**config.mk**
```make
export PLATFORM = sky130hd
export DESIGN_NAME = pdp_div
export DESIGN_NICKNAME = d
export VERILOG_FILES = /design/src/rtl/pdp_div.sv
export SDC_FILE = /design/constraint.sdc
export NUM_CORES = 2
export LEC_CHECK = 0
export BUFFER_PORTS_ARGS = -buffer_cell sky130_fd_sc_hd__buf_2
export CAP_MARGIN = 20
export CORE_MARGIN = 4
export CORE_UTILIZATION = 45
export DETAILED_ROUTE_END_ITERATION = 8
export PLACE_DENSITY = 0.7
export SETUP_SLACK_MARGIN = 0.5
export SKIP_LAST_GASP = 1
export SYNTH_ARGS = -nofsm -noshare
export SYNTH_HDL_FRONTEND = slang
export SYNTH_SLANG_ARGS = --single-unit
export TNS_END_PERCENT = 30
```
**constraint.sdc**
```tcl
create_clock -name clk_i -period 11.3 [get_ports clk_i]
set_clock_uncertainty 0.05 [all_clocks]
set_input_delay 2.26 -clock clk_i [delete_from_list [all_inputs] [get_ports clk_i]]
set_output_delay 2.26 -clock clk_i [all_outputs]
set_load 0.1 [all_outputs]
```
**src/rtl/pdp_div.sv**
```systemverilog
// pipelined restoring divider, two quotient bits per stage, with side payload
module pdp_div #(
  parameter int unsigned DW = 36,
  parameter int unsigned SW = 8
) (
  input  logic          clk_i,
  input  logic          rst_ni,
  input  logic          adv_i,
  input  logic          vld_i,
  input  logic [DW-1:0] num_i,
  input  logic [15:0]   den_i,
  input  logic [SW-1:0] side_i,
  output logic          vld_o,
  output logic [DW-1:0] quo_o,
  output logic [SW-1:0] side_o
);

  localparam int unsigned NS = (DW + 1) / 2;
  localparam int unsigned AW = 2 * NS;

  logic [AW-1:0] acc_q  [NS];
  logic [15:0]   rem_q  [NS];
  logic [SW-1:0] side_q [NS];
  logic          vld_q  [NS];

  // two shift-compare-subtract steps; remainder stays below the divisor
  function automatic logic [16+AW-1:0] step2(input logic [15:0] rem,
                                             input logic [AW-1:0] acc,
                                             input logic [15:0] den);
    logic [16:0]   r;
    logic [15:0]   rr;
    logic [AW-1:0] a;
    rr = rem;
    a  = acc;
    for (int k = 0; k < 2; k++) begin
      r = {rr, a[AW-1]};
      a = {a[AW-2:0], 1'b0};
      if (r >= {1'b0, den}) begin
        r    = r - {1'b0, den};
        a[0] = 1'b1;
      end
      rr = r[15:0];
    end
    return {rr, a};
  endfunction

  for (genvar s = 0; s < NS; s++) begin : g_stage
    logic [AW-1:0]      acc_in;
    logic [15:0]        rem_in;
    logic [SW-1:0]      side_in;
    logic               vld_in;
    logic [16+AW-1:0]   nxt;

    if (s == 0) begin : g_first
      assign acc_in  = AW'(num_i);
      assign rem_in  = 16'd0;
      assign side_in = side_i;
      assign vld_in  = vld_i;
    end else begin : g_next
      assign acc_in  = acc_q[s-1];
      assign rem_in  = rem_q[s-1];
      assign side_in = side_q[s-1];
      assign vld_in  = vld_q[s-1];
    end

    assign nxt = step2(rem_in, acc_in, den_i);

    // valid bit of the stage
    always_ff @(posedge clk_i or negedge rst_ni) begin
      if (!rst_ni) begin
        vld_q[s] <= 1'b0;
      end else if (adv_i) begin
        vld_q[s] <= vld_in;
      end
    end

    // stage payload
    always_ff @(posedge clk_i) begin
      if (adv_i) begin
        rem_q[s]  <= nxt[16+AW-1:AW];
        acc_q[s]  <= nxt[AW-1:0];
        side_q[s] <= side_in;
      end
    end
  end

  assign vld_o  = vld_q[NS-1];
  assign quo_o  = acc_q[NS-1][DW-1:0];
  assign side_o = side_q[NS-1];

endmodule

```
---- Word level (Yosys, flattened, before mapping) ----
Memory sizes are Yosys's and may differ from the RTL's.
Cells that the tools add are included.
storage, ports and cells
  word-level logic and storage cells ...... 167
  bits in read-only memories .............. 0
  flip-flop bits (word level) ............. 18
  memory bits (writable) .................. 1,080
  input port bits ......................... 64
  latch bits .............................. 0
  memories ................................ 3
cells by class
  reductions and logical operators ........ 0
  magnitude comparators ................... 36
  bitwise logic cells ..................... 0
  eq/ne operators ......................... 0
  divide/modulo/power cells ............... 0
  $mul .................................... 0
  add/subtract/negate cells ............... 36
  multiplexer cells ....................... 74
  shift operators ......................... 0
memory list
  memory  depth  width  read ports  clocked after memory_dff  write ports  RTL line  RTL
  acc_q   18     36     18          0                         18           21        logic [AW-1:0] acc_q [NS];
  rem_q   18     16     17          0                         18           22        logic [15:0] rem_q [NS];
  side_q  18     8      18          0                         18           23        logic [SW-1:0] side_q [NS];
operator list
  operator          count
  $ge A17 B16 Y1    35
  $mux W16          36
  $sub A16 B16 Y16  35
  $mux W1           38
  $ge A1 B16 Y1     1
  $sub A1 B16 Y16   1

---- Depth between registers and ports, before layout ----
An unclocked memory read counts as a cell.
  depth after elaboration ................. 5
  mapped depth ............................ 24
  gate-level depth less buffers ........... 21

---- Least setup slack after synthesis ----
Ideal clock, no wire load.
  path type ............................... input-to-reg
  start ................................... input den_i[1]
  end ..................................... memory rem_q[9][10] (data pin)
  data required time ...................... 10.990 ns
  buffers on the path ..................... 3
  path slack .............................. 1.668 ns
  arrival time ............................ 9.322 ns
  stages on the path ...................... 22
  cells stage by stage .................... inv_1 -> ha_1 -> nor2b_1 -> o31a_1 -> o31a_1 -> o21ai_1 -> o211a_1 -> a221oi_1 -> buf_2 -> buf_2 -> mux2i_1 -> ha_1 -> nor2b_1 -> o31a_1 -> nor4b_4 -> o31ai_2 -> a221o_1 -> a21o_1 -> a221o_1 -> a211oi_4 -> buf_8 -> mux2_4
RTL lines
  what         RTL line  RTL
  from (decl)  11        input logic [15:0] den_i,
  to (decl)    22

==> flow_summary_export.csv <==
group,metric,value,unit
global_route,antenna_found_initial,1,
worst_setup_path,worstPathCellList,"buf_2 -> clkinv_1 -> buf_4 -> ha_1 -> a21o_1 -> a211oi_1 -> o21ai_2 -> buf_4 -> a21oi_1 -> ha_1 -> nor2b_1 -> o31a_1 -> nor4b_1 -> o21a_1 -> a221oi_1 -> nand4b_1 -> nand2b_1 -> and2_1 -> a221o_1",
synthesis,synth-edff-count,1064,
floorplanning,fp.dieH,382.0,um
route,vias,41740,
floorplanning,dieArea,145900,um^2
cells_and_area,antennaDiodeCount,0,
worst_setup_path,worstPathRequired,11760,ps
floorplanning,rows,136,
worst_setup_path,cp.arrival,8900,ps
route,drt_iter0_markers,3183,
worst_setup_path,rr_worst_depth,19,
floorplanning,die_x,382.0,um
cells_and_area,layout.nets,6050,
clocking,clock-sinks,1082,
cells_and_area,area_growth,11.34,%
hold_path,hp-class,"register to register",
synthesis,synth_warnings,0,
clocking,cts_max_path_buffers,3,
route,wire_per_inst,19.05,um
timing,setup_violations,0,
floorplanning,core-area,138200,um^2
synthesis,ys.flop_type,"edfxtp_1",
clocking,cts_tree,"yes",
route,via_per_inst,5.678,
synthesis,synth_fp_nets,5832,
synthesis,synthArstFlopShare,1.664,%
status,status,"finished clean",
clocking,ctsHoldBuffers,0,
global_route,overflow,0,
synthesis,yosysUniqueCellTypes,95,
clocking,cts-root-buf,"clkbuf_16",
timing,drv_slew,0,
worst_setup_path,slowest_delay,840,ps
route,drc,0,
cells_and_area,final_common_cell,"edfxtp_1",
worst_setup_path,worstSetupPathType,"input port to register",
worst_setup_path,endpoint_kind,"register",
global_route,grt_pass1_vias,40460,
synthesis,synth-seq-area-share,51.47,%
route,first_pass_iters,6,
hold_path,holdPathStages,0,
timing,relSlewSlack,23.76,%
global_route,grt_pass1_wl,221.5,mm
route,antenna_left,0,
floorplanning,io_pins,109,
synthesis,synth_area,62950,um^2
clocking,cts_max_level,3,
timing,worst_pin_slew,1137,ps
clocking,path_clk_slew,60,ps
flow_run,drv_cap,0,
route,routed_wl,140.0,mm
global_route,track_usage,18.87,%
synthesis,ys_ff_latch,1082,
worst_setup_path,cp_slowest_cell,"clkinv_1",
floorplanning,initial_core_util,45.56,%
timing,fin_crit,8441,ps
global_route,grt_max_degree,176,
worst_setup_path,startpoint_type,"input port",
synthesis,syn_inst,5172,
timing,rsz0062_at_grt,"false",
placement,io_buffers,108,
timing,fmax,118.5,MHz
clocking,cts_setup_buffers,0,
cells_and_area,layout.cells.most_common_list,"edfxtp_1 (1064), ha_1 (562), a21oi_1 (369)",
timing,fin_tns_setup,0,ps
worst_setup_path,path_max_fanout,32,
placement,hpwl,98.02,mm
clocking,cts_buffers,114,
timing,hold_viol,0,
clocking,cts_resized,0,
cells_and_area,final_layout_size_suffix_gt1_share,13.87,%
timing,post-route-period-util,74.70,%
synthesis,syn_avg_cell_area,12.17,um^2
placement,gp_congestion,0.9296,
clocking,clk-insertion-delay-late,760,ps
-- kinds of logic (layout without fill, tap and decap cells) --
group                    after synthesis  count (layout)  synth area share [%]
AO/OA/AOI/OAI                       1295            1295                 13.51
XOR/XNOR                             406             406                 5.649
adder cells (fa/ha/maj)              596             596                 12.25
buffers and inverters                291             607                 1.860
flip-flops                          1082            1082                 51.47
multiplexers                         366             366                 6.523
AND/OR/NAND/NOR                     1136            1136                 8.737
-- flip-flops by register name, indices dropped and copies added (netlist names) --
name            flops
vld_o               1
side_q            144
rem_q             272
acc_q             648
g_stage.vld_in     17
-- stage by stage --
stage	hold slack, ps	util, %	cell area [um^2]	setup WS [ps]	std cells
finish	348.9	50.73	70090	2859	7351
global route	344.2	50.73	70090	2484	7351
CTS	349.4	50.72	70090	3017	7350
detailed placement	354.5	47.85	66120	2179	7136
global placement	350.1	47.85	66120	2381	7136
floorplan	350.3	-	62950	1668	5172
-- worst max-delay path, delay by kind of cell --
kind	cells	cell delay, ps
adders and majority gates	2	710
and+or+nand+nor	5	2170
AOI/OAI and AO/OA	8	1950
buffers and inverters	4	1740
-- worst paths after layout --
check / endpoint / slack [ps] / startpoint
max: rem_q[13][3]$_DFFE_PP_ / 2860 / den_i[14]
min: acc_q[14][25]$_DFFE_PP_ / 350 / acc_q[13][23]$_DFFE_PP_
max reg2reg: rem_q[13][3]$_DFFE_PP_ / 4700 / rem_q[12][0]$_DFFE_PP_
min reg2reg: acc_q[14][25]$_DFFE_PP_ / 350 / acc_q[13][23]$_DFFE_PP_
max in group asynchronous: g_stage[4].vld_in$_DFFE_PN0P_ / 9530 / rst_ni
min in group asynchronous: g_stage[11].vld_in$_DFFE_PN0P_ / 1390 / rst_ni
-- cell type report --
class | instances | area, um^2
fillers | 12020 | 68080
flip-flops and latches | 1082 | 32400
multi-input cells | 3799 | 29420
clock buffers | 141 | 3034
well taps | 1863 | 2331
repair buffers | 180 | 1176
clock inverters | 73 | 932.1
inverters | 213 | 802.0
-- synth_stat cells, types with 20 or more instances --
cell	n	area share [%]
edfxtp_1	1064	51
ha_1	562	11
a21oi_1	369	2.9
nor2_1	333	2.0
mux2_2	325	5.8
xnor2_1	286	4.0
o21ai_0	275	2.2
nand2_1	263	1.6
inv_1	211	1.3
a21o_1	132	1.6
xor2_1	120	1.7
o21a_1	98	1.2
nand3_1	93	0.74
nor3_1	91	0.72
nand4_1	79	0.79
nor2b_1	71	0.71
nand2b_1	64	0.64
o21bai_1	55	0.66
clkbuf_1	48	0.29
a211oi_1	43	0.51
a31oi_1	37	0.37
fa_1	34	1.1
mux2i_1	33	0.52
nor4_1	26	0.26
or3_1	26	0.26
o211ai_1	25	0.30
o31ai_1	23	0.27
o31a_1	21	0.29
a211o_1	20	0.28
-- metal layers --
layer  GRT usage, %  vias up  wire length, um
li1               -    20300                -
met1          26.44    20060            64110
met2          30.11     1114            63670
met3          2.727      268             7355
met4          6.557        0             4899
met5              0        -                0
Power is not shown: default switching activity piles up to over one toggle a cycle in this logic, so the estimate is an artifact.
