$ cat src/rtl/pdp_pkg.sv
// shared types, register codes and helpers for the depth pixel to point block
package pdp_pkg;

  // configuration register indexes
  localparam logic [2:0] REG_CENTER_X    = 3'd0;
  localparam logic [2:0] REG_CENTER_Y    = 3'd1;
  localparam logic [2:0] REG_FOCAL_X     = 3'd2;
  localparam logic [2:0] REG_FOCAL_Y     = 3'd3;
  localparam logic [2:0] REG_DEPTH_SCALE = 3'd4;

  // register reset values, unsigned Q12.4
  localparam logic [15:0] CENTER_X_RST    = 16'd10240;
  localparam logic [15:0] CENTER_Y_RST    = 16'd5760;
  localparam logic [15:0] FOCAL_X_RST     = 16'd11200;
  localparam logic [15:0] FOCAL_Y_RST     = 16'd11200;
  localparam logic [15:0] DEPTH_SCALE_RST = 16'd16000;

  // raw depth value that marks a missing sample
  localparam logic [15:0] NO_DEPTH_MARK = 16'd4096;

  // datapath widths
  localparam int unsigned ZW = 36;      // depth * 2^20 / scale
  localparam int unsigned PW = ZW + 16; // offset magnitude times z

  // saturation limits of the Q24.16 outputs
  localparam logic [PW-1:0] POS_LIMIT = PW'(64'h7F_FFFF_FFFF);
  localparam logic [PW-1:0] NEG_LIMIT = PW'(64'h80_0000_0000);

  typedef struct packed {
    logic [10:0] pixel_row;
    logic [10:0] pixel_col;
    logic [15:0] raw_depth;
    logic [7:0]  red_in;
    logic [7:0]  green_in;
    logic [7:0]  blue_in;
  } pdp_pixel_t;

  typedef struct packed {
    logic signed [39:0] point_x;
    logic signed [39:0] point_y;
    logic [38:0]        point_z;
    logic [7:0]         red_out;
    logic [7:0]         green_out;
    logic [7:0]         blue_out;
  } pdp_point_t;

  // zero divisor is treated as one
  function automatic logic [15:0] nonzero(input logic [15:0] v);
    return (v == 16'd0) ? 16'd1 : v;
  endfunction

  // clamp a magnitude and apply its sign, 40-bit two's complement
  function automatic logic [39:0] saturate(input logic neg, input logic [PW-1:0] q);
    logic [PW-1:0] m;
    if (neg) begin
      m = (q > NEG_LIMIT) ? NEG_LIMIT : q;
      return 40'd0 - m[39:0];
    end else begin
      m = (q > POS_LIMIT) ? POS_LIMIT : q;
      return m[39:0];
    end
  endfunction

endpackage

$ cat src/rtl/pdp_if.sv


interface pdp_point_if;
  logic                valid;
  logic                ready;
  pdp_pkg::pdp_point_t data;
  modport source (output valid, output data, input ready);
  modport sink   (input valid, input data, output ready);
endinterface


$ cat src/rtl/pdp_outbuf.sv
// two-entry output buffer that decouples the pipeline from the receiver
module pdp_outbuf (
  input  logic                clk_i,
  input  logic                rst_ni,
  input  logic                push_i,
  input  pdp_pkg::pdp_point_t data_i,
  output logic                full_o,
  pdp_point_if.source         pt_o
);
  import pdp_pkg::*;

  pdp_point_t mem_q [2];
  logic       wp_q, rp_q;
  logic [1:0] cnt_q, cnt_d;
  logic       pop;

  assign pop    = pt_o.valid && pt_o.ready;
  assign full_o = (cnt_q == 2'd2);
  assign cnt_d  = cnt_q + {1'b0, push_i} - {1'b0, pop};

  // pointers and fill count
  always_ff @(posedge clk_i or negedge rst_ni) begin
    if (!rst_ni) begin
      wp_q  <= 1'b0;
      rp_q  <= 1'b0;
      cnt_q <= 2'd0;
    end else begin
      if (push_i) wp_q <= ~wp_q;
      if (pop)    rp_q <= ~rp_q;
      cnt_q <= cnt_d;
    end
  end

  // storage
  always_ff @(posedge clk_i) begin
    if (push_i) begin
      mem_q[wp_q] <= data_i;
    end
  end

  assign pt_o.valid = (cnt_q != 2'd0);
  assign pt_o.data  = mem_q[rp_q];

endmodule

$ cat src/flat_wrapper.sv
// flat-port wrapper written by rule: the top's interface ports become plain ports
module pdp_outbuf_flat import pdp_pkg::*;
  (clk_i, rst_ni, push_i, data_i, full_o, pt_o_valid, pt_o_data, pt_o_ready);
  pdp_point_if pt_o_i ();
  input  logic clk_i;
  input  logic rst_ni;
  input  logic push_i;
  input  pdp_pkg::pdp_point_t data_i;
  output logic full_o;
  output wire logic [$bits(pt_o_i.valid)-1:0] pt_o_valid;
  output wire logic [$bits(pt_o_i.data)-1:0] pt_o_data;
  input wire logic [$bits(pt_o_i.ready)-1:0] pt_o_ready;
  assign pt_o_valid = pt_o_i.valid;
  assign pt_o_data = pt_o_i.data;
  assign pt_o_i.ready = pt_o_ready;
  pdp_outbuf u_core (.clk_i(clk_i), .rst_ni(rst_ni), .push_i(push_i), .data_i(data_i), .full_o(full_o), .pt_o(pt_o_i));
endmodule
$ cat config.mk
export PLATFORM = sky130hd
export DESIGN_NAME = pdp_outbuf_flat
export DESIGN_NICKNAME = d
export VERILOG_FILES = /design/src/rtl/pdp_pkg.sv /design/src/rtl/pdp_if.sv /design/src/rtl/pdp_outbuf.sv /design/src/flat_wrapper.sv
export SDC_FILE = /design/constraint.sdc
export NUM_CORES = 1
export LEC_CHECK = 0
export BUFFER_PORTS_ARGS = -buffer_cell sky130_fd_sc_hd__buf_2
export CORE_UTILIZATION = 47
export CTS_CLUSTER_DIAMETER = 100
export DETAILED_ROUTE_END_ITERATION = 16
export HOLD_SLACK_MARGIN = 0.06
export PLACE_DENSITY_LB_ADDON = 0.1
export SKIP_CTS_REPAIR_TIMING = 1
export SLEW_MARGIN = 40
export SYNTH_ARGS = -nofsm -noshare
export SYNTH_HDL_FRONTEND = slang
export SYNTH_SLANG_ARGS = --single-unit
$ cat constraint.sdc
create_clock -name clk_i -period 7.5 [get_ports clk_i]
set_input_delay 0.75 -clock clk_i [delete_from_list [all_inputs] [get_ports clk_i]]
set_output_delay 0.75 -clock clk_i [all_outputs]
set_load 0.03 [all_outputs]
== After elaboration in Yosys (flattened, before gate mapping) ==
Memories as Yosys holds them, arrays and structs flattened.
Index checks and enable logic that the tools add are counted.

* Bitwise logic cells: 2
* Reduce and logical (&&, ||, !) cells: 2
* Mux-type cells: 2
* Add/sub/neg operators: 2
* Eq/ne operators: 1

{| class="wikitable"
|+ Operator list
! cell !! count
|-
| adder 2 x 1 -> 2 bit || 1
|-
| == test 2 bit, second input constant || 1
|-
| 2-to-1 mux 1 bit || 2
|-
| inverter 1 bit || 2
|-
| nonzero test 2 bit || 1
|-
| subtractor 2 x 1 -> 2 bit || 1
|-
| logical AND 1 bit || 1
|}

* Register bits after elaboration: 4
* Input bits: 147
* Memories: 1
* Output and inout bits: 145
* RAM bits: 286
* Word-level logic and storage cells: 13

{| class="wikitable"
|+ Memories
! memory !! words !! width !! read ports !! clocked after memory_dff !! write ports !! RTL line !! source
|-
| u_core.mem_q || 2 || 143 || 1 || 0 || 1 || pdp_outbuf.sv:12 || <nowiki>pdp_point_t mem_q [2];</nowiki>
|}

== Logic depth before layout (Yosys ltp) ==
Gate-level depths: netlist of run 1.

* Depth after elaboration: 3
* Mapped depth: 6
* Depth with buffers taken out: 6

== Least setup slack after synthesis of run 1 ==
Ideal clock, no wire load.

* Path kind: input port to flip-flop
* From: input push_i
* To: memory u_core.mem_q[0][0] (netlist name), enable pin
* Data required time: 6836 ps
* Buffers on the path: 0
* Slack: -103 ps
* Library setup time: 664 ps
* Arrival: 6939 ps
* Stages on the path: 1
* Cells stage by stage: nor2b_1

* Word-level cells in the longest chain between the ends: 2

{| class="wikitable"
|+ Ends and longest elaborated chain
! element !! RTL line !! source
|-
| from (decl) || flat_wrapper.sv:7 || <nowiki>input logic push_i;</nowiki>
|-
| 2-to-1 mux 1 bit || pdp_outbuf.sv:36 || <nowiki>if (push_i) begin</nowiki>
|-
| 2-to-1 mux 1 bit (implied by the code) || pdp_outbuf.sv:37 || <nowiki>mem_q[wp_q] <= data_i;</nowiki>
|-
| to (decl) || pdp_outbuf.sv:12 ||
|}

No other way between the ends.

== Worst setup path after layout of run 1 ==
* From: register u_core.rp_q
* To: output pt_o_data[1]

* Word-level cells in the longest chain between the ends: 1

{| class="wikitable"
|+ Ends and longest elaborated chain
! element !! RTL line !! source
|-
| from (decl) || pdp_outbuf.sv:13 || <nowiki>logic wp_q, rp_q;</nowiki>
|-
| from (signal assigned) || pdp_outbuf.sv:29 || <nowiki>if (pop) rp_q <= ~rp_q;</nowiki>
|-
| memory read (2 x 143 bit) || - ||
|-
| to (decl) || flat_wrapper.sv:11 || <nowiki>output wire logic [$bits(pt_o_i.data)-1:0] pt_o_data;</nowiki>
|}

No other way between the ends.

==> metrics.txt, run 1 <==
# TYPE chip_impl_metric gauge
chip_impl_metric{name="start_util",unit=""} 0.485
chip_impl_info{name="worstSetupStartpoint",value="u_core.rp_q"} 1
chip_impl_info{name="mostFrequentLayoutCell",value="buf_2"} 1
chip_impl_metric{name="path_max_fanout",unit=""} 65
chip_impl_metric{name="clock_tree.htree_level_count",unit=""} 1
chip_impl_metric{name="postRouteAntennaNets",unit=""} 0
chip_impl_metric{name="netlist_area",unit="µm²"} 10800
chip_impl_metric{name="hpwl",unit="mm"} 13.1
chip_impl_metric{name="grt_max_degree",unit=""} 82
chip_impl_metric{name="max_freq",unit="MHz"} 314
chip_impl_metric{name="cts_max_path_buffers",unit=""} 3
chip_impl_metric{name="totalNegativeSetupSlack",unit="ps"} 0
chip_impl_info{name="worstHoldPathType",value="input port to flop"} 1
chip_impl_metric{name="port_buffers",unit=""} 291
chip_impl_metric{name="cts-buffers-inserted",unit=""} 30
chip_impl_metric{name="wl",unit="mm"} 19.8
chip_impl_metric{name="postSynthNetCount",unit=""} 611
chip_impl_metric{name="num_vias",unit=""} 5325
chip_impl_metric{name="count_of_pins_over_their_slew_limit",unit=""} 0
chip_impl_metric{name="die_h",unit="µm"} 153
chip_impl_metric{name="floorplan.io_pins",unit=""} 292
chip_impl_metric{name="dieWidth",unit="µm"} 153
chip_impl_metric{name="layout.filler_cells",unit=""} 1652
chip_impl_metric{name="layout_setup_ws",unit="ps"} 4320
chip_impl_metric{name="synthDistinctLibCells",unit=""} 14
chip_impl_info{name="most_frequent_cells_in_the_layout",value="buf_2, edfxtp_1, mux2_2"} 1
chip_impl_metric{name="detail_route.wl_per_cell",unit="µm"} 18.3
chip_impl_metric{name="grt_usage",unit=""} 0.169
chip_impl_metric{name="finalClockSkew",unit="ps"} 11.2
chip_impl_metric{name="die_area",unit="µm²"} 23500
chip_impl_info{name="result_of_the_run",value="complete, no violations"} 1
chip_impl_metric{name="cp.arrival",unit="ps"} 2430
chip_impl_metric{name="layout-drive-gt1-share",unit=""} 0.608
chip_impl_metric{name="worstMarginPinSlew",unit="ps"} 809
chip_impl_info{name="critical_register_to_register_path_startpoint",value="u_core.wp_q"} 1
chip_impl_metric{name="layout_min_cycle_time",unit="ps"} 3180
chip_impl_metric{name="pwr_density_cell",unit="nW/µm²"} 423
chip_impl_info{name="timing.hold.worst.start",value="data_i[64]"} 1
chip_impl_metric{name="first_global_vias",unit=""} 5710
chip_impl_metric{name="max_cap_violations",unit=""} 0
chip_impl_metric{name="post_drt_via_cell_ratio",unit=""} 4.91
chip_impl_metric{name="synth_seq_cells",unit=""} 290
chip_impl_metric{name="critical_path_required",unit="ps"} 6750
chip_impl_info{name="criticalPathCategory",value="flop to primary output"} 1
chip_impl_metric{name="hold_viol",unit=""} 0
chip_impl_info{name="cts_tree",value="done"} 1
chip_impl_metric{name="whs",unit="ps"} 401
chip_impl_metric{name="fp.coreArea",unit="µm²"} 22200
chip_impl_metric{name="grt_pass1_wl",unit="mm"} 30.4
chip_impl_metric{name="floorplan.rows",unit=""} 54
chip_impl_metric{name="antenna_found_initial",unit=""} 7
chip_impl_metric{name="finalWeightedCongestion",unit=""} 0.734
chip_impl_metric{name="design.final.nets",unit=""} 925
chip_impl_metric{name="detailedPlace.worstSlack",unit="ps"} 4860
chip_impl_metric{name="synthCells",unit=""} 462
chip_impl_info{name="synthTopCellsByArea",value="edfxtp_1, mux2_2, mux2_4, dfrtp_1, buf_6"} 1
chip_impl_metric{name="cellLeakagePower",unit="nW"} 5.29
chip_impl_info{name="cp-end-kind",value="primary output"} 1
chip_impl_metric{name="synthesis.area_per_instance",unit="µm²"} 23.3
chip_impl_metric{name="fin_crit_sh",unit=""} 0.424
chip_impl_metric{name="synth_sequential_area_ratio",unit=""} 0.808
chip_impl_metric{name="ys.warnings.count",unit=""} 0
chip_impl_metric{name="cts.reportedPaths.clkPinSlew",unit="ps"} 60
chip_impl_metric{name="max-slew-margin-rel",unit=""} 0.461
chip_impl_metric{name="firstDrtPassIters",unit=""} 4
chip_impl_metric{name="netlist.area_leader.share",unit=""} 0.799
chip_impl_metric{name="worstSkewPairLatency",unit="ps"} 530
chip_impl_metric{name="area.growth.synth_to_final",unit="%"} 26.0
chip_impl_metric{name="drt_iter0_markers",unit=""} 228
chip_impl_metric{name="grt_overflow_total",unit=""} 0
chip_impl_info{name="synth_top_area_cell",value="edfxtp_1"} 1
chip_impl_info{name="root_buffer",value="clkbuf_16"} 1
chip_impl_info{name="setup.worst_path.start_class",value="flop"} 1
chip_impl_metric{name="vdd_ir_drop_max",unit="µV"} 368
chip_impl_metric{name="remaining_drc_errors",unit=""} 0
chip_impl_metric{name="report.final.setup_viol",unit=""} 0
chip_impl_metric{name="number_of_clock_sinks",unit=""} 290
chip_impl_info{name="rsz0062_at_grt",value="false"} 1
## registers in the layout (all words and copies together) (netlist names)
| register | flops |
|---|---|
| u_core.mem_q | 286 |
| u_core.wp_q | 1 |
| u_core.cnt_q | 2 |
| u_core.rp_q | 1 |
## where the power goes
part | internal [mW] | leakage [nW] | total, mW | switching, mW
Clock | 0.916 | 0.495 | 1.48 | 0.560
Sequential | 2.15 | 2.73 | 2.25 | 0.0923
Combinational | 0.726 | 2.06 | 2.00 | 1.28
Total | 3.80 | 5.29 | 5.73 | 1.93
## logic make-up (layout without fill, tap and decap cells)
group,Yosys count,after routing,synth area share
buffers and inverters,18,355,0.0128
muxes,143,143,0.171
other,0,5,0
xor gates and xnor gates,4,4,0.00326
and+or+nand+nor,4,4,0.00233
DFF,290,290,0.808
adders and majority gates,2,2,0.00233
AOI/OAI and AO/OA,1,1,0.000698
## synthesized netlist by cell type
cell type and instances:
xnor2_1 2, or2_2 1, edfxtp_1 286, and2_1 1
mux2_4 60, mux2_2 83, ha_1 2, inv_1 2
o21a_1 1, nor2b_1 2, buf_2 8, xor2_1 2
buf_6 8, dfrtp_1 4
## final timing paths
kind / to / slack, ps / cells after the start
setup / recovery: pt_o_data[1] / 4320 / 3
hold / removal: u_core.mem_q[0][64] / 400 / 1
setup reg to reg: u_core.mem_q[1][38] / 5390 / 2
hold reg to reg: u_core.wp_q / 570 / 1
max in group asynchronous: u_core.rp_q / 6790 / 2
min in group asynchronous: u_core.rp_q / 560 / 2
## cell type report
cell class | count | area, µm² | share of cell area
inverters | 2 | 7.51 | 0.000554
diodes | 5 | 12.5 | 0.000924
well taps | 280 | 350 | 0.0259
multi-input cells | 154 | 1940 | 0.143
clock inverters | 21 | 218 | 0.0161
repair buffers | 298 | 1540 | 0.114
clock buffers | 34 | 787 | 0.0581
flip-flops and latches | 290 | 8690 | 0.642
## critical path, stage by stage (launching register included)
cell and delay [ps]:
dfrtp_4 600, buf_6 610, mux2_2 430, buf_2 180
## through the flow
stage,cells,util,power (mW),area (µm²)
2_1_floorplan,462,-,3.83,10800
3_3_place_gp,1022,0.563,4.27,12500
3_5_place_dp,1023,0.565,4.31,12500
4_1_cts,1078,0.610,5.80,13500
5_1_grt,1082,0.611,5.97,13500
6_report,1084,0.611,5.73,13500
## routing by layer
| layer | global-route usage | share of wire | vias to the layer above |
|---|---|---|---|
| li1 | - | - | 2483 |
| met3 | 0.0610 | 0.089 | 33 |
| met1 | 0.206 | 0.41 | 2589 |
| met5 | 0 | 0.0014 | - |
| met2 | 0.278 | 0.48 | 216 |
| met4 | 0.0548 | 0.020 | 4 |
Power figures use the tool's default switching activity.
==> run 2: changes to the inputs <==
--- a/config.mk
+++ b/config.mk
@@ -6,7 +6,7 @@
 export NUM_CORES = 1
 export LEC_CHECK = 0
 export BUFFER_PORTS_ARGS = -buffer_cell sky130_fd_sc_hd__buf_2
-export CORE_UTILIZATION = 47
+export CORE_UTILIZATION = 52
 export CTS_CLUSTER_DIAMETER = 100
 export DETAILED_ROUTE_END_ITERATION = 16
 export HOLD_SLACK_MARGIN = 0.06
==> constraint.sdc (replaced) <==
create_clock -name clk_i -period 3.1 [get_ports clk_i]
set_input_delay 0.31 -clock clk_i [delete_from_list [all_inputs] [get_ports clk_i]]
set_output_delay 0.31 -clock clk_i [all_outputs]
set_load 0.03 [all_outputs]
==> run 2 against run 1 <==
Die area fell by 9.5%. Total power rose by 140%. Sequential power rose by 150%. Worst setup slack got worse by 3900 ps. Clock power rose by 110%. Sequential cell count did not move. Critical path depth did not move. Highest routed layer is now met4.
==> metrics.txt, run 2 (synthesis results as in run 1) <==
# TYPE chip_impl_metric gauge
chip_impl_metric{name="crit_cells",unit=""} 3
chip_impl_info{name="cp_slowest_cell",value="dfrtp_4"} 1
chip_impl_info{name="worst_path_dominant_cell_family",value="flip-flops"} 1
chip_impl_metric{name="number_of_clock_sinks",unit=""} 290
chip_impl_metric{name="dieWidth",unit="µm"} 146
chip_impl_info{name="largest_register",value="u_core.mem_q"} 1
chip_impl_metric{name="detail_route.wl_per_cell",unit="µm"} 17.7
chip_impl_metric{name="cts-buffers-inserted",unit=""} 29
chip_impl_metric{name="grt_overflow_total",unit=""} 0
chip_impl_metric{name="crit_path_max_incr_delay",unit="ps"} 850
chip_impl_metric{name="report.final.setup_viol",unit=""} 0
chip_impl_metric{name="first_global_vias",unit=""} 5666
chip_impl_info{name="setup.worst_path.start_class",value="flop"} 1
chip_impl_metric{name="start_util",unit=""} 0.531
chip_impl_metric{name="design.final.nets",unit=""} 1068
chip_impl_info{name="cp_cell_sequence",value="buf_12 -> mux2_2 -> buf_2"} 1
chip_impl_metric{name="finalClockSkew",unit="ps"} 12.5
chip_impl_metric{name="cts_max_path_buffers",unit=""} 3
chip_impl_metric{name="detailedPlace.worstSlack",unit="ps"} 923
chip_impl_metric{name="floorplan.io_pins",unit=""} 292
chip_impl_info{name="mostFrequentLayoutCell",value="buf_2"} 1
chip_impl_metric{name="cp_num_buf_inv",unit=""} 2
chip_impl_metric{name="largest_register_ffs",unit=""} 286
chip_impl_metric{name="die_area",unit="µm²"} 21300
chip_impl_metric{name="cellLeakagePower",unit="nW"} 5.83
chip_impl_metric{name="num_vias",unit=""} 5914
chip_impl_info{name="capturing_point_of_the_worst_reg2reg_path",value="u_core.mem_q[1][114]"} 1
chip_impl_metric{name="antenna_found_initial",unit=""} 1
chip_impl_metric{name="hold_viol",unit=""} 0
chip_impl_metric{name="totalNegativeSetupSlack",unit="ps"} 0
chip_impl_info{name="worstHoldPathType",value="input port to flop"} 1
chip_impl_metric{name="port_buffers",unit=""} 291
chip_impl_metric{name="pwr_density_cell",unit="nW/µm²"} 916
chip_impl_info{name="rsz0062_at_grt",value="false"} 1
chip_impl_info{name="root_buffer",value="clkbuf_16"} 1
chip_impl_metric{name="max_freq",unit="MHz"} 367
chip_impl_metric{name="cp.arrival",unit="ps"} 2420
chip_impl_metric{name="grt_usage",unit=""} 0.185
chip_impl_metric{name="finalWeightedCongestion",unit=""} 0.762
chip_impl_metric{name="clock_tree.htree_level_count",unit=""} 1
chip_impl_metric{name="vdd_ir_drop_max",unit="µV"} 656
chip_impl_metric{name="worstMarginPinSlew",unit="ps"} 679
chip_impl_metric{name="fin_crit_sh",unit=""} 0.879
chip_impl_metric{name="min_delay_path_depth",unit=""} 3
chip_impl_metric{name="firstDrtPassIters",unit=""} 4
chip_impl_metric{name="floorplan.rows",unit=""} 52
chip_impl_info{name="critical_register_to_register_path_startpoint",value="u_core.wp_q"} 1
chip_impl_metric{name="remaining_drc_errors",unit=""} 0
chip_impl_metric{name="fp.coreArea",unit="µm²"} 20200
chip_impl_metric{name="layout_setup_ws",unit="ps"} 375
chip_impl_metric{name="layout-drive-gt1-share",unit=""} 0.515
chip_impl_metric{name="max_cap_violations",unit=""} 0
chip_impl_metric{name="grt_max_degree",unit=""} 74
chip_impl_metric{name="postRouteAntennaNets",unit=""} 0
chip_impl_metric{name="path_max_fanout",unit=""} 45
chip_impl_info{name="hold_path_end",value="u_core.rp_q"} 1
chip_impl_metric{name="drt_iter0_markers",unit=""} 204
chip_impl_metric{name="count_of_pins_over_their_slew_limit",unit=""} 0
chip_impl_info{name="criticalPathCategory",value="flop to primary output"} 1
chip_impl_metric{name="hpwl",unit="mm"} 13.2
chip_impl_info{name="cp-end-kind",value="primary output"} 1
chip_impl_info{name="biggestRegsByFlops",value="u_core.mem_q x286, u_core.cnt_q x2"} 1
chip_impl_info{name="timing.hold.worst.start",value="pt_o_ready"} 1
chip_impl_metric{name="die_h",unit="µm"} 146
chip_impl_metric{name="wl",unit="mm"} 21.5
chip_impl_info{name="result_of_the_run",value="complete, no violations"} 1
chip_impl_metric{name="area.growth.synth_to_final",unit="%"} 38.2
chip_impl_metric{name="worst_reg2reg_path_length_in_cells",unit=""} 2
chip_impl_metric{name="cts.reportedPaths.clkPinSlew",unit="ps"} 60
chip_impl_metric{name="critical_path_required",unit="ps"} 2790
chip_impl_metric{name="max-slew-margin-rel",unit=""} 0.547
chip_impl_metric{name="setup.reg_to_reg.worst_slack",unit="ps"} 1350
chip_impl_info{name="most_frequent_cells_in_the_layout",value="buf_2, edfxtp_1, dlygate4sd3_1"} 1
chip_impl_metric{name="post_drt_via_cell_ratio",unit=""} 4.88
chip_impl_info{name="cts_tree",value="done"} 1
chip_impl_metric{name="grt_pass1_wl",unit="mm"} 30.2
chip_impl_metric{name="worstSkewPairLatency",unit="ps"} 530
chip_impl_metric{name="layout_min_cycle_time",unit="ps"} 2730
==> run 2: changes by cell type in the layout (fill, tap and decap cells not counted), sizes merged <==
cell	change
bufinv	-4
diode	-4
dlygate4sd3	+144
clkinvlp	+2
clkbuf	-1
clkinv	+1
==> run 2: tightest hold or removal path, cell delays in order <==
cell and delay (ps):
buf_2 70, o21a_1 150, xor2_1 70
==> run 2: cell type report <==
class	count	area [µm²]
sequential	290	8690
timing repair buffer	442	3030
inverter	2	7.51
antenna	1	2.50
clock inverter	20	120
tap	270	338
fill	1240	5370
clock buffer	33	741
multi-input combinational	154	1940
==> run 2: worst max path at each step <==
| stage | slack [ps] | endpoint | startpoint |
|---|---|---|---|
| 5_1_grt | 280 | pt_o_data[2] | u_core.rp_q |
| 6_report | 370 | pt_o_data[2] | u_core.rp_q |
| 4_1_cts | 360 | pt_o_data[2] | u_core.rp_q |
| 2_1_floorplan | 130 | u_core.mem_q[0][0] | u_core.wp_q |
| 3_3_place_gp | 930 | pt_o_data[2] | u_core.rp_q |
| 3_5_place_dp | 920 | pt_o_data[2] | u_core.rp_q |
==> run 2: where the power goes <==
group	total (mW)	switching [mW]	internal (mW)
logic	4.95	3.03	1.91
registers	5.52	0.320	5.20
clock network	3.15	1.36	1.79
==> run 2: layer usage <==
layer	wire length, µm	GRT usage	up-vias
met5	0	0	-
met3	1490	0.0577	44
li1	-	-	2763
met4	461	0.0589	0
met1	8640	0.227	2879
met2	10900	0.313	228
==> run 2: metrics by stage <==
step / std cells / area, µm² / total power [mW] / hold slack [ps] / utilization
2_1_floorplan: 462 / 10800 / 9.22 / 14.4 / -
3_3_place_gp: 1013 / 12600 / 10.3 / 116 / 0.620
3_5_place_dp: 1013 / 12600 / 10.4 / 120 / 0.620
4_1_cts: 1066 / 13400 / 13.6 / -440 / 0.663
5_1_grt: 1212 / 14900 / 14.2 / 127 / 0.735
6_report: 1212 / 14900 / 13.6 / 122 / 0.735
==> run 3: changes to the inputs <==
--- a/config.mk
+++ b/config.mk
@@ -6,12 +6,14 @@
 export NUM_CORES = 1
 export LEC_CHECK = 0
 export BUFFER_PORTS_ARGS = -buffer_cell sky130_fd_sc_hd__buf_2
-export CORE_UTILIZATION = 52
+export CORE_UTILIZATION = 54
+export CTS_BUF_LIST = sky130_fd_sc_hd__clkbuf_4
 export CTS_CLUSTER_DIAMETER = 100
 export DETAILED_ROUTE_END_ITERATION = 16
 export HOLD_SLACK_MARGIN = 0.06
 export PLACE_DENSITY_LB_ADDON = 0.1
 export SKIP_CTS_REPAIR_TIMING = 1
+export SKIP_LAST_GASP = 1
 export SLEW_MARGIN = 40
 export SYNTH_ARGS = -nofsm -noshare
 export SYNTH_HDL_FRONTEND = slang
==> constraint.sdc (replaced) <==
create_clock -name clk_i -period 2.9 [get_ports clk_i]
set_input_delay 0.29 -clock clk_i [delete_from_list [all_inputs] [get_ports clk_i]]
set_output_delay 0.29 -clock clk_i [all_outputs]
set_load 0.03 [all_outputs]
==> run 3 against run 2 <==
Highest routed layer unchanged. Global-route usage increased by 1.5 points. Via count up 5.1%. Sequential power rose by 5.8%. Final cell count grew 5.8%. Worst setup slack got worse by 100 ps. Critical path type unchanged. Critical endpoint is now pt_o_data[24].
==> metrics.txt, run 3 (synthesis results as in run 1) <==
# TYPE chip_impl_metric gauge
chip_impl_metric{name="cts-buffers-inserted",unit=""} 73
chip_impl_metric{name="power.share.switching",unit=""} 0.352
chip_impl_metric{name="power.share.combinational",unit=""} 0.379
chip_impl_info{name="biggestRegsByFlops",value="u_core.mem_q x286, u_core.cnt_q x2"} 1
chip_impl_info{name="largest_register",value="u_core.mem_q"} 1
chip_impl_metric{name="worstMarginPinSlew",unit="ps"} 750
chip_impl_metric{name="num_vias",unit=""} 6215
chip_impl_metric{name="vdd_ir_drop_max",unit="µV"} 777
chip_impl_metric{name="power.share.clock",unit=""} 0.218
chip_impl_metric{name="dieWidth",unit="µm"} 143
chip_impl_metric{name="grt_overflow_total",unit=""} 0
chip_impl_metric{name="pwr_density_cell",unit="nW/µm²"} 968
chip_impl_metric{name="cp_num_buf_inv",unit=""} 2
chip_impl_metric{name="grt_pass1_wl",unit="mm"} 29.9
chip_impl_info{name="critical_register_to_register_path_startpoint",value="u_core.wp_q"} 1
chip_impl_metric{name="max-slew-margin-rel",unit=""} 0.499
chip_impl_metric{name="postRouteAntennaNets",unit=""} 0
chip_impl_info{name="cp_slowest_cell",value="dfrtp_4"} 1
chip_impl_metric{name="cts_max_path_buffers",unit=""} 3
chip_impl_metric{name="grt_max_degree",unit=""} 61
chip_impl_metric{name="die_area",unit="µm²"} 20500
chip_impl_info{name="most_frequent_cells_in_the_layout",value="buf_2, edfxtp_1, dlygate4sd3_1"} 1
chip_impl_metric{name="layout.filler_cells",unit=""} 1134
chip_impl_metric{name="hold_viol",unit=""} 0
chip_impl_metric{name="wl",unit="mm"} 22.7
chip_impl_metric{name="clock_tree.htree_level_count",unit=""} 3
chip_impl_metric{name="count_of_pins_over_their_slew_limit",unit=""} 0
chip_impl_metric{name="floorplan.rows",unit=""} 51
chip_impl_metric{name="grt_usage",unit=""} 0.199
chip_impl_info{name="cp-end-kind",value="primary output"} 1
chip_impl_metric{name="stdcell_area",unit="µm²"} 15000
chip_impl_metric{name="finish.cell_count_without_fillers",unit=""} 1282
chip_impl_metric{name="worstSkewPairLatency",unit="ps"} 640
chip_impl_metric{name="area.growth.synth_to_final",unit="%"} 39.2
chip_impl_metric{name="report.final.setup_viol",unit=""} 0
chip_impl_metric{name="number_of_clock_sinks",unit=""} 290
chip_impl_info{name="result_of_the_run",value="complete, no violations"} 1
chip_impl_info{name="mostFrequentLayoutCell",value="buf_2"} 1
chip_impl_info{name="hold_path_end",value="u_core.mem_q[1][3]"} 1
chip_impl_metric{name="post_drt_via_cell_ratio",unit=""} 4.85
chip_impl_metric{name="seq_power_share",unit=""} 0.403
chip_impl_metric{name="layout_setup_ws",unit="ps"} 274
chip_impl_metric{name="hpwl",unit="mm"} 13.7
chip_impl_info{name="cp_cell_sequence",value="buf_12 -> mux2_2 -> buf_2"} 1
chip_impl_metric{name="drt_iter0_markers",unit=""} 219
chip_impl_info{name="cts_tree",value="done"} 1
chip_impl_metric{name="cp.arrival",unit="ps"} 2340
chip_impl_metric{name="max_freq",unit="MHz"} 381
chip_impl_metric{name="worst_reg2reg_path_length_in_cells",unit=""} 2
chip_impl_info{name="setup.worst_path.start_class",value="flop"} 1
chip_impl_metric{name="critical_path_required",unit="ps"} 2610
chip_impl_metric{name="antenna_found_initial",unit=""} 2
chip_impl_metric{name="whs",unit="ps"} 379
chip_impl_metric{name="largest_register_ffs",unit=""} 286
chip_impl_metric{name="fin_crit_sh",unit=""} 0.905
chip_impl_metric{name="min_delay_path_depth",unit=""} 2
chip_impl_metric{name="path_max_fanout",unit=""} 54
chip_impl_info{name="worst_path_dominant_cell_family",value="flip-flops"} 1
chip_impl_info{name="criticalPathCategory",value="flop to primary output"} 1
chip_impl_metric{name="place_area",unit="µm²"} 12600
chip_impl_info{name="rsz0062_at_grt",value="false"} 1
chip_impl_metric{name="cts.reportedPaths.clkPinSlew",unit="ps"} 70
chip_impl_metric{name="detailedPlace.worstSlack",unit="ps"} 913
chip_impl_metric{name="placedCellCount",unit=""} 1014
chip_impl_metric{name="first_global_vias",unit=""} 5965
chip_impl_metric{name="layout_min_cycle_time",unit="ps"} 2630
chip_impl_metric{name="detail_route.wl_per_cell",unit="µm"} 17.7
chip_impl_metric{name="finalWeightedCongestion",unit=""} 0.721
chip_impl_info{name="capturing_point_of_the_worst_reg2reg_path",value="u_core.mem_q[1][55]"} 1
chip_impl_metric{name="fp.coreArea",unit="µm²"} 19500
chip_impl_metric{name="setup.reg_to_reg.worst_slack",unit="ps"} 1160
chip_impl_metric{name="floorplan.io_pins",unit=""} 292
chip_impl_metric{name="firstDrtPassIters",unit=""} 4
chip_impl_metric{name="switchingPower",unit="mW"} 5.10
chip_impl_metric{name="cellInternalPower",unit="mW"} 9.39
chip_impl_metric{name="power",unit="mW"} 14.5
chip_impl_metric{name="remaining_drc_errors",unit=""} 0
chip_impl_metric{name="port_buffers",unit=""} 291
chip_impl_info{name="root_buffer",value="clkbuf_4"} 1
chip_impl_metric{name="finalClockSkew",unit="ps"} 20.9
chip_impl_metric{name="max_cap_violations",unit=""} 0
chip_impl_metric{name="layout-drive-gt1-share",unit=""} 0.553
chip_impl_info{name="worstHoldPathType",value="input port to flop"} 1
chip_impl_info{name="timing.hold.worst.start",value="data_i[3]"} 1
chip_impl_metric{name="die_h",unit="µm"} 143
chip_impl_metric{name="start_util",unit=""} 0.553
chip_impl_metric{name="design.final.nets",unit=""} 1120
chip_impl_metric{name="crit_path_max_incr_delay",unit="ps"} 720
chip_impl_metric{name="cellLeakagePower",unit="nW"} 5.98
run 3: worst max path at each step:
stage	startpoint	to	slack (ps)	cells after the start
finish	u_core.rp_q	pt_o_data[24]	270	3
global route	u_core.rp_q	pt_o_data[24]	160	3
CTS	u_core.rp_q	pt_o_data[24]	190	3
detailed placement	u_core.rp_q	pt_o_data[24]	910	3
global placement	u_core.rp_q	pt_o_data[24]	930	3
floorplan	u_core.wp_q	u_core.mem_q[0][0]	-70	1
run 3: layout make-up:
cell class	instances	area [µm²]	share of cell area
antenna	2	5.00	0.000334
clock buffer	110	826	0.0552
clock inverter	9	33.8	0.00226
inverter	2	7.51	0.000502
multi-input combinational	154	1940	0.130
sequential	290	8690	0.581
tap	265	332	0.0222
timing repair buffer	450	3130	0.209
run 3: through the flow:
step / util / TNS [ps]
after global routing: 0.769 / 0
after detailed placement: 0.649 / 0
after CTS: 0.693 / 0
after floorplan: - / -9860
after global placement: 0.649 / 0
final: 0.769 / 0
run 3: power groups by stage:
stage	Clock, mW	Sequential (mW)	Combinational (mW)
2_1_floorplan	0	5.82	4.03
3_3_place_gp	0	5.88	5.30
3_5_place_dp	0	5.93	5.35
4_1_cts	3.26	5.85	5.37
5_1_grt	3.49	5.90	5.77
6_report	3.15	5.84	5.49
run 3: per-layer routing:
layer | GRT usage | part of all wire | vias up | wire [µm]
li1 | - | - | 2909 | -
met4 | 0.106 | 0.022 | 0 | 509
met1 | 0.212 | 0.37 | 3026 | 8520
met3 | 0.0885 | 0.080 | 38 | 1810
met5 | 0 | 0 | - | 0
met2 | 0.334 | 0.52 | 242 | 11900
